## src/sv/dht_pkg.sv

```systemverilog
// shared types and constants for the ring lookup node
package dht_pkg;

	localparam int KEY_BITS_DEF     = 64;
	localparam int KEY_SLOTS_DEF    = 64;
	localparam int FINGER_SLOTS_DEF = 16;

	typedef enum logic [2:0] {
		V_FOUND  = 3'd0,
		V_SUCC   = 3'd1,
		V_FWD    = 3'd2,
		V_STORED = 3'd3,
		V_DUP    = 3'd4,
		V_SELF   = 3'd5,
		V_FULL   = 3'd6
	} verdict_t;

	typedef enum logic [1:0] {
		ACT_QUERY  = 2'd0,
		ACT_KEY    = 2'd1,
		ACT_FINGER = 2'd2,
		ACT_CLEAR  = 2'd3
	} action_t;

	typedef enum logic [1:0] {
		REG_NODE = 2'd0,
		REG_PRED = 2'd1,
		REG_PKN  = 2'd2,
		REG_SUCC = 2'd3
	} reg_index_t;

	typedef enum logic [2:0] {
		ST_IDLE,
		ST_KSCAN,
		ST_FSCAN,
		ST_SHIFT,
		ST_DONE
	} state_t;

	typedef struct packed {
		logic [1:0]  action;
		logic [63:0] key;
	} in_item_t;

	typedef struct packed {
		logic [2:0]  verdict;
		logic [63:0] hop_node;
	} out_item_t;

	// controller to datapath
	typedef struct packed {
		logic load;      // capture the input transaction
		logic kclr;      // reset the scan index
		logic kstep;     // read/compare one entry
		logic kwrite;    // append key
		logic fstep;     // compare one finger
		logic fshift;    // shift one finger up
		logic fput;      // place finger, bump count
		logic fclear;    // empty finger table
		logic finish;    // produce result
	} dht_cmd_t;

	// datapath to controller
	typedef struct packed {
		logic [1:0] action;
		logic       kscan_end;
		logic       key_hit;
		logic       key_full;
		logic       fscan_end;
		logic       f_self;
		logic       f_dup;
		logic       f_full;
		logic       shift_end;
	} dht_sts_t;

endpackage

```

## src/sv/dht_ctrl.sv

```systemverilog
// controller state machine for the ring lookup node
module dht_ctrl import dht_pkg::*; (
	input  logic     clk,
	input  logic     arst_n,
	input  logic     start,
	output logic     busy,
	output dht_cmd_t cmd,
	input  dht_sts_t sts
);

	state_t state_q, state_n;

	always_ff @(posedge clk or negedge arst_n) begin
		if (!arst_n) begin
			state_q <= ST_IDLE;
		end else begin
			state_q <= state_n;
		end
	end

	always_comb begin
		state_n = state_q;
		unique case (state_q)
			ST_IDLE: begin
				if (start) state_n = ST_KSCAN;
			end
			ST_KSCAN: begin
				unique case (action_t'(sts.action))
					ACT_QUERY: begin
						// no stored match: walk the fingers for the hop
						priority if (sts.key_hit) state_n = ST_DONE;
						else if (sts.kscan_end) state_n = ST_FSCAN;
					end
					ACT_FINGER: state_n = ST_FSCAN;
					default:    state_n = ST_DONE;
				endcase
			end
			ST_FSCAN: begin
				if (action_t'(sts.action) == ACT_QUERY) begin
					if (sts.fscan_end) state_n = ST_DONE;
				end else if (sts.f_self || sts.f_dup || sts.fscan_end) begin
					state_n = (sts.f_self || sts.f_dup || sts.f_full) ? ST_DONE : ST_SHIFT;
				end
			end
			ST_SHIFT: begin
				if (sts.shift_end) state_n = ST_DONE;
			end
			ST_DONE:  state_n = ST_IDLE;
			default:  state_n = ST_IDLE;
		endcase
	end

	always_comb begin
		cmd  = '0;
		busy = (state_q != ST_IDLE);
		unique case (state_q)
			ST_IDLE: begin
				cmd.load = start;
				cmd.kclr = start;
			end
			ST_KSCAN: begin
				unique case (action_t'(sts.action))
					ACT_QUERY:  cmd.kstep  = 1'b1;
					ACT_KEY:    cmd.kwrite = !sts.key_full;
					ACT_FINGER: cmd.kclr   = 1'b1;
					default:    cmd.fclear = 1'b1;
				endcase
			end
			ST_FSCAN: cmd.fstep = 1'b1;
			ST_SHIFT: begin
				cmd.fshift = !sts.shift_end;
				cmd.fput   = sts.shift_end;
			end
			ST_DONE:  cmd.finish = 1'b1;
			default:  cmd = '0;
		endcase
	end

endmodule

```

## config.mk

```make
export PLATFORM = sky130hd
export DESIGN_NAME = dht_ctrl
export DESIGN_NICKNAME = d
export VERILOG_FILES = /design/src/sv/dht_pkg.sv /design/src/sv/dht_ctrl.sv
export SDC_FILE = /design/constraint.sdc
export NUM_CORES = 1
export LEC_CHECK = 0
export BUFFER_PORTS_ARGS = -buffer_cell sky130_fd_sc_hd__buf_2
export CELL_PAD_IN_SITES_DETAIL_PLACEMENT = 1
export CELL_PAD_IN_SITES_GLOBAL_PLACEMENT = 1
export CORE_MARGIN = 1.5
export CORE_UTILIZATION = 25
export DETAILED_ROUTE_END_ITERATION = 7
export HOLD_SLACK_MARGIN = 0.02
export PLACE_DENSITY_LB_ADDON = 0.1
export SETUP_SLACK_MARGIN = 0.1
export SYNTH_ARGS = -nofsm -noshare
export SYNTH_HDL_FRONTEND = slang
export SYNTH_SLANG_ARGS = --single-unit
```

## constraint.sdc

```tcl
create_clock -name clk -period 2.7 [get_ports clk]
set_input_delay 0.135 -clock clk [delete_from_list [all_inputs] [get_ports clk]]
set_output_delay 0.135 -clock clk [all_outputs]
set_load 0.005 [all_outputs]
```

==> results.md, run 1 <==
- Placer Congestion: approximately 0.8
- CP Capture Type: primary output
- Ant. Diodes: 0
- Most flop-heavy register: state_q
- CP Depth: 4
- Core ar.: between 0.001 and 0.0015 mm^2
- CTS Buf Count: 3
- Detailed placer's ending HPWL: 693 um
- Max Cap Viol: 0
- Clk_skew: 4.47 ps
- Deepest clock path buffer count: 2
- Slew Viols, Final: 0
- Worst setup margin: 1070 ps
- Synth Cell Area: 327 um^2
- RR Startpoint: state_q[2]
- Port Buffers: 22
- Syn Nets: 55
- Initial DRC count: 3
- Clock Pin Slew Worst Setup and Hold Paths: 40 ps
- Largest area contributor in the netlist: dfrtp_1
- Final worst path period share: slightly above 60%
- Mapped Cells: 42
- Crit. Startpoint: state_q[0]
- Status: complete, no violations
- Top-area cell type share of the netlist area: a little under a quarter
- Hold_buf cts: 1
- Largest register FFs: 3
- Worst-margin pin slew: 433 ps
- Drt pass-1 iters: 2
- Buf/Inv on CP: 1
- Tmin final: around 1600 ps
- H-Tree Depth: 1
- Postcts setup bufs: 0
- Wire per inst: 10.7 um
- Row count: 12
- DRT antenna net count: 0
- Die area: between 0.0015 and 0.002 mm^2
- First-pass GRT wire length: 1.37 mm
- CTS Sinks: 3
- Largest regs: state_q (3)
- Worst Setup Slack post-DPL: roughly 1100 ps
- Pleak: 0.265 nW
- CP Class: reg -> out
- CP delay by family, top: simple AND/OR/NAND/NOR gates
- Number of flops mapped to enable cells by yosys: 0
- GRT overflow: 0
- Initial antenna violation count: 0
- VDD IR max: between 0.0004 and 0.0005 V
- Slowest CP cell: dfrtp_1
- Reg-to-reg endpoint: state_q[0]
- Most instantiated cells after synthesis: nor2_1 (6), nor3_1 (4), dfrtp_1 (3), inv_1 (3), nand2_1 (3)
- Largest net degree at the start of global routing: 12
- Layout cell share with drive strength beyond 1: 47.1%
- Post-cts sizing count: 0
- Hold Vio Cnt, Final: 0
- HP Class: in -> async
- CTS tree: yes
- Number of global-route vias before repair: 318
- WP data arrival: 1490 ps
- Reg2reg path depth: 4
- Slew HR: slightly above 70%
- Die X: 39.1 um
- Post-Syn Area per Cell: roughly 7.8 um^2
- Number of library cell types mapped by synthesis: 27
- Ports: 23
- F_max: 0.614 GHz
- Pwr Density: roughly 850 mW/mm^2
- Hold WS: 215 ps
- Fin nets: 82
- TNS Setup: 0 ps
- Chip height: about 39 um
- CTS root buf: clkbuf_4
- Clk_lat worst skew: 240 ps
- Layout area overhead: 46.7%
- Worst path max stage delay: 520 ps
- Setup crit start kind: flop
- Synth Flop Type: dfrtp_1
- Flop2flop setup slack: approximately 1100 ps
- RSZ-0062 raised after global routing: no
- Initial Util: approximately 28%
- Detailed-route DRC error count: 0
- CP required: 2570 ps
- GR Util All Layers: between 10% and 20%
- Synth warn: 0
- CP Cell Sequence: nor3b_1, nand2_1, nor3_1, buf_2
- Crit path max fanout: 11
- Total wire length: just under 900 um
- Seq/Total Area, Yosys: a little under a quarter
- Top-count cell post-synth: nor2_1
- Final setup fails: 0
- Synth top area cells: dfrtp_1 (23%), nor2_1 (6.9%), nor3_1 (6.1%), a21o_1 (4.6%), a2bb2oi_2 (4.6%)
- DR vias/cell: 4.79
- Asr flop ratio synth: between 90% and 100%
- Yosys reg bits: 3
- Via count of the routed design: 393
## worst max path at each step
| stage | end | slack [ps] |
|---|---|---|
| final | cmd[5] | 1070 |
| after global routing | cmd[5] | 910 |
| after detailed placement | state_q[0] | 1130 |
| after CTS | cmd[5] | 1030 |
| after floorplan | state_q[0] | 1200 |
| after global placement | state_q[0] | 1150 |
## cells by family (layout without fill, tap and decap cells)
| kind of cell | Yosys count | count (layout) | share of synthesized area, % |
|---|---|---|---|
| simple gates | 23 | 23 | 39.9 |
| compound gates | 10 | 10 | 25.7 |
| buf+inv | 5 | 31 | 8.04 |
| mux | 1 | 1 | 3.45 |
| flops | 3 | 3 | 23.0 |
## power by group
part	total [mW]	internal [mW]	leakage [nW]	switching [mW]
Clock	0.0801	0.0555	0.0150	0.0246
Sequential	0.105	0.0642	0.0385	0.0411
Combinational	0.222	0.121	0.212	0.101
Total	0.408	0.241	0.265	0.167
## per-layer routing
layer  global-route usage, %  up-vias  part of all wire, %
li1                        -      207                    -
met1                    18.6      167                   49
met2                    18.8       17                   41
met3                    1.73        2                  8.2
met4                    7.76        0                  1.6
met5                       0        -                    0
## per-stage QoR
stage / std cells / total power [mW] / utilization (%) / instance area, um^2
2_1_floorplan: 42 / 0.267 / - / 327
3_3_place_gp: 77 / 0.330 / 38.3 / 443
3_5_place_dp: 77 / 0.329 / 38.3 / 443
4_1_cts: 82 / 0.416 / 41.5 / 479
5_1_grt: 82 / 0.447 / 41.5 / 479
6_report: 82 / 0.408 / 41.5 / 479
## placed cells by master (no fill, tap or decap), types with 2 or more instances in the layout
master / synthesis / final
a21o_1: 2 / 2
dfrtp_1: 3 / 3
nor2_1: 6 / 6
buf_2: 0 / 22
nor3_1: 4 / 4
clkbuf_4: 0 / 3
inv_1: 3 / 3
nand2_1: 3 / 3
## area by class of cell
class | instances | area (um^2)
clock buffer | 4 | 26.3
fill | 165 | 677
inverter | 4 | 15.0
multi-input combinational | 34 | 225
sequential | 3 | 75.1
tap | 14 | 17.5
timing repair buffer | 23 | 120
Note: power is estimated with default switching activity, not from simulation.
==> run 2: changes to the inputs <==
==> constraint.sdc (replaced) <==
create_clock -name clk -period 1.5 [get_ports clk]
set_input_delay 0.075 -clock clk [delete_from_list [all_inputs] [get_ports clk]]
set_output_delay 0.075 -clock clk [all_outputs]
set_load 0.005 [all_outputs]
==> run 2 against run 1 <==
Effect of this change: the flow now finishes with violations (setup timing); flip-flop and latch count unchanged; clock skew decreased by 1.0 ps; critical path depth unchanged; sequential share of layout area fell by 4.9 points; power grew to 3.2 times the previous value; worst hold slack worse by 50 ps; via count increased by 21%; global-route usage is 6.7 points higher; largest cell class unchanged.
==> results.md, run 2 (synthesis results as in run 1) <==
- Status: finished with violations
- Violated checks: setup timing
- Seq. cell area: 77.6 um^2 (+3.3%)
- CTS Buf Count: 3 (unchanged)
- Register share of total power: 13.8% (-12 points)
- Hold Vio Cnt, Final: 0 (unchanged)
- Core ar.: 0.00116 mm^2 (unchanged)
- GRT overflow: 0 (unchanged)
- Net Sw Frac: 37.7% (-3.2 points)
- Drt pass-1 iters: 2 (unchanged)
- Layout cell share with drive strength beyond 1: 76.2% (+29 points)
- Placed Instances: 87 (+13%)
- CP required: 1610 ps (-960 ps)
- DR vias/cell: 4.85 (+1.1%)
- Slew Viols, Final: 0 (unchanged)
- Area taken by multi-input logic gates: 314 um^2 (+39%)
- Clock Pin Slew Worst Setup and Hold Paths: 40 ps (about the same)
- DRT antenna net count: 0 (unchanged)
- Non-Filler Instances: 98 (+20%)
- Deepest clock path buffer count: 2 (unchanged)
- Switch Pwr: 0.497 mW (+200%)
- Fin nets: 98 (+20%)
- Slew HR: 80.8% (+9.9 points)
- Detailed placer's ending HPWL: 880 um (+27%)
- Ports: 23 (unchanged)
- Wire per inst: 14.1 um (+31%)
- Crit path max fanout: 5 (-6)
- Largest register FFs: 3 (unchanged)
- Dpl cell area: 518 um^2 (+17%)
- RR Startpoint: state_q[1]
- Total wire length: 1.38 mm (+57%)
- First-pass GRT wire length: 2.04 mm (+49%)
- Layout area overhead: 120%
- HP Class: in -> async
- Int Pwr: 0.823 mW (+240%)
- Via count of the routed design: 475 (+21%)
- CTS tree: yes
- Worst Setup Slack post-DPL: 12.8 ps (-1120 ps)
- Ant. Diodes: 0 (unchanged)
- Reg2reg path depth: 4 (unchanged)
- Port Buffers: 22 (unchanged)
- Detailed-route DRC error count: 0 (unchanged)
- Die X: 39.1 um (unchanged)
- Largest regs: state_q (3)
- CP Class: reg -> reg
- Placer Congestion: 0.720 (-10%)
- Pwr Density: 1840 mW/mm^2 (+120%)
- Most flop-heavy register: state_q
- Max Cap Viol: 0 (unchanged)
- Setup crit start kind: flop
- Die area: 0.00153 mm^2 (unchanged)
- CTS root buf: clkbuf_4
- Worst setup margin: -38.0 ps (-1110 ps)
- Initial Util: 28.2% (unchanged)
- GR Util All Layers: 20.0% (+6.7 points)
- Flop2flop setup slack: -40 ps (-1170 ps)
- VDD IR max: 0.000958 V (+94%)
- Clk_lat worst skew: 230 ps (about the same)
- Tmin final: ~1500 ps
- Clk pwr share: 10.7% (-8.9 points)
- Final worst path period share: 103%
- Initial DRC count: 5 (+2)
- Design Area, Final: 718 um^2 (+50%)
- Combinational Power Share: 75.4% (+21 points)
- Initial antenna violation count: 0 (unchanged)
- Final setup fails: 2 (+2)
- RSZ-0062 raised after global routing: yes
- Largest net degree at the start of global routing: 7 (-5)
- Worst-margin pin slew: 287 ps (-145 ps)
- CP Capture Type: flop
- Fill cells: 140 (-15%)
- WP data arrival: 1650 ps (+160 ps)
- CTS Sinks: 3 (unchanged)
- Number of global-route vias before repair: 463 (+46%)
- Commonest non-fill, non-tap cell in the layout: buf_2
- Most frequent cells in the layout: buf_2 (21), buf_4 (11), buf_6 (6)
- F_max: 0.650 GHz
- Row count: 12 (unchanged)
- Clk_skew: 3.43 ps (-1.03 ps)
- Chip height: 39.1 um (unchanged)
- Reg-to-reg endpoint: state_q[0]
- H-Tree Depth: 1 (unchanged)
- Pleak: 0.375 nW (+41%)
- Hold WS: 165 ps (-50.4 ps)
-- run 2: how the worst max path moves through the flow --
stage / startpoint / to / slack, ps
finish: state_q[1] / state_q[0] / -40
global route: state_q[0] / cmd[5] / -130
CTS: state_q[1] / state_q[0] / 10
detailed placement: state_q[1] / state_q[0] / 10
global placement: state_q[1] / state_q[0] / 3
floorplan: state_q[1] / state_q[0] / 40
-- run 2: cell type report --
class	count	share of cell area, %
sequential	3	10.8
tap	14	2.44
clock buffer	4	3.66
timing repair buffer	39	36.9
inverter	4	2.44
multi-input combinational	34	43.7
-- run 2: power groups by stage --
stage          Combinational (mW)  Clock (mW)  Sequential, mW
2_1_floorplan               0.330           0           0.151
5_1_grt                      1.07       0.153           0.189
6_report                    0.996       0.142           0.183
4_1_cts                     0.797       0.146           0.173
3_5_place_dp                0.593           0           0.156
3_3_place_gp                0.589           0           0.154
-- run 2: repair_timing --
item / CTS / global route
gates resized for setup: 11 / 18
pin swaps: 3 / 10
hold buffers: 1 / 0
hold endpoints to repair: 3 / 0
setup buffers: 6 / 1
endpoints found under the setup margin: 8 / 11
-- run 2: metrics by stage --
step	setup TNS [ps]	util (%)	total power, mW
2_1_floorplan	0	-	0.481
3_3_place_gp	0	44.8	0.743
3_5_place_dp	0	44.8	0.749
4_1_cts	0	55.3	1.12
5_1_grt	-320	62.1	1.42
6_report	-67.6	62.1	1.32
-- run 2: per-layer routing --
layer | vias up | GRT usage [%] | routed length (um)
met5 | - | 0 | 0
met4 | 0 | 7.76 | 0
met3 | 0 | 2.31 | 42
met2 | 14 | 38.8 | 785
met1 | 227 | 21.2 | 552
li1 | 234 | - | -
-- run 2: critical path: stages, from the launching register on --
cell and delay, ps:
dfrtp_2 450, or3_4 400, a2bb2oi_2 150, o211ai_2 110, mux2_4 320
==> run 3: changes to the inputs <==
--- a/config.mk
+++ b/config.mk
@@ -13,6 +13,7 @@
 export DETAILED_ROUTE_END_ITERATION = 7
 export HOLD_SLACK_MARGIN = 0.02
 export PLACE_DENSITY_LB_ADDON = 0.1
+export REMOVE_ABC_BUFFERS = 1
 export SETUP_SLACK_MARGIN = 0.1
 export SYNTH_ARGS = -nofsm -noshare
 export SYNTH_HDL_FRONTEND = slang
==> run 3 against run 2 <==
Effect of this change: the run still ends with setup timing left; critical path type unchanged; core utilization down 5.2 points; highest routed layer is now met4; largest power group unchanged; critical endpoint unchanged; clock skew down 1.7 ps; fmax down 0.61%; global-route usage up 0.072 points; cell count down 2.0%; setup slack worse by 9.5 ps; count of clock-buffer cells in the layout unchanged; combinational power down 17%; cell area down 8.4%.
==> results.md, run 3 (synthesis results as in run 1) <==
- Drt pass-1 iters: 4 (+2)
- Initial antenna violation count: 0 (unchanged)
- Slew Viols, Final: 0 (unchanged)
- Violated checks: setup timing
- Wire per inst: 13.7 um (-2.9%)
- Core ar.: 0.00116 mm^2 (unchanged)
- Design Area, Final: 658 um^2 (-8.4%)
- Crit. Startpoint: state_q[2]
- Ant. Diodes: 0 (unchanged)
- Final setup fails: 2 (unchanged)
- Die X: 39.1 um (unchanged)
- Fill cells: 143 (+2.1%)
- Via count of the routed design: 478 (+0.63%)
- DRT antenna net count: 0 (unchanged)
- Layout area overhead: 102%
- DR vias/cell: 4.98 (+2.7%)
- Most frequent cells in the layout: buf_2 (22), buf_4 (10), nor2_2 (4), buf_6 (4)
- Initial Util: 28.2% (unchanged)
- Clk_skew: 1.77 ps (-1.66 ps)
- H-Tree Depth: 1 (unchanged)
- Commonest non-fill, non-tap cell in the layout: buf_2
- Placer Congestion: 0.787 (+9.3%)
- Tmin final: 1550 ps (+9.46 ps)
- Worst setup margin: -47.5 ps (-9.46 ps)
- GRT overflow: 0 (unchanged)
- Pleak: 0.348 nW (-7.2%)
- Non-Filler Instances: 96 (-2.0%)
- Hold Vio Cnt, Final: 0 (unchanged)
- Layout cell share with drive strength beyond 1: 74.4% (-1.8 points)
- WP data arrival: 1660 ps (about the same)
- Row count: 12 (unchanged)
- Util after Layout: 56.9% (-5.2 points)
- Ports: 23 (unchanged)
- Die area: 0.00153 mm^2 (unchanged)
- Detailed placer's ending HPWL: 875 um (-0.59%)
- CP required: 1610 ps (about the same)
- Clock Pin Slew Worst Setup and Hold Paths: 40 ps (about the same)
- Crit path max fanout: 4 (-1)
- Largest regs: state_q (3)
- Total wire length: 1.31 mm (-4.9%)
- Placed Instances: 85 (-2.3%)
- Largest net degree at the start of global routing: 8 (+1)
- Deepest clock path buffer count: 2 (unchanged)
- Fin nets: 96 (-2.0%)
- First-pass GRT wire length: 2.01 mm (-1.7%)
- Max Cap Viol: 0 (unchanged)
- CP Capture Type: flop
- CTS tree: yes
- Pwr Density: 1770 mW/mm^2 (-3.6%)
- HP Class: in -> async
- Detailed-route DRC error count: 0 (unchanged)
- Slew HR: 69.7% (-11 points)
- Final worst path period share: 103% (+0.63 points)
- Largest register FFs: 3 (unchanged)
- Most flop-heavy register: state_q
- Chip height: 39.1 um (unchanged)
- GR Util All Layers: 20.0% (+0.072 points)
- RSZ-0062 raised after global routing: yes
- VDD IR max: 0.00100 V (+4.7%)
- Worst-margin pin slew: 450 ps (+163 ps)
- Clk_lat worst skew: 230 ps (about the same)
- F_max: 0.646 GHz (-0.61%)
- Port Buffers: 22 (unchanged)
- Setup crit start kind: flop
- CTS root buf: clkbuf_4
- Initial DRC count: 3 (-2)
- Dpl cell area: 503 um^2 (-2.9%)
- Status: finished with violations
- RR Startpoint: state_q[2]
- CTS Buf Count: 3 (unchanged)
- CP Class: reg -> reg
- CTS Sinks: 3 (unchanged)
- Number of global-route vias before repair: 464 (+0.22%)
[run 3: stage by stage]
step                      power (mW)  TNS, ps  hold WS [ps]  worst slack, ps
final                           1.17    -63.5           170            -47.5
after global placement         0.732        0          -127             15.8
after global routing            1.25     -248           175            -73.6
after detailed placement       0.738    -33.4          -126            -33.4
after floorplan                0.449        0          -221            0.133
after CTS                       1.04    -8.45           162            -8.45
[run 3: final cells by class]
| class | instances | area, um^2 | share of cell area, % |
|---|---|---|---|
| Multi-Input combinational cell | 34 | 280 | 42.6 |
| Timing Repair Buffer | 37 | 240 | 36.5 |
| Clock buffer | 4 | 26.3 | 3.99 |
| Sequential cell | 3 | 78.8 | 12.0 |
| Tap cell | 14 | 17.5 | 2.66 |
| Inverter | 4 | 15.0 | 2.28 |
[run 3: layer usage]
metal / share of wire [%] / vias up / GRT usage (%)
li1: - / 235 / -
met2: 52 / 20 / 32.1
met3: 6.0 / 4 / 4.05
met5: 0 / - / 0
met4: 1.8 / 0 / 16.4
met1: 40 / 219 / 22.4
[run 3: what timing repair did]
item	CTS	global route
gates cloned	0	0
hold endpoints to repair	3	0
resized for setup	8	13
setup endpoints to repair	9	13
pin swaps	2	1
hold buffers	1	0
setup buffers	5	1
[run 3: critical path: stages, from the launching register on]
cell,delay (ps)
dfrtp_2,440
or3_4,410
a2bb2oi_2,140
o211ai_2,110
mux2_4,320
[run 3: worst paths after layout]
check | to | slack, ps | cells after the start
worst max-delay path | state_q[0] | -50 | 4
worst min-delay path | state_q[2] | 170 | 2
worst max register to register | state_q[0] | -50 | 4
min in group clk | state_q[1] | 280 | 3
worst min register to register | state_q[2] | 620 | 2
max in group asynchronous | state_q[1] | 1210 | 2
[run 3: report_power, final]
group	switching (mW)	leakage [nW]	total, mW	internal [mW]
clock network	0.0428	0.0150	0.143	0.0998
logic	0.332	0.298	0.828	0.496
registers	0.0727	0.0345	0.196	0.123
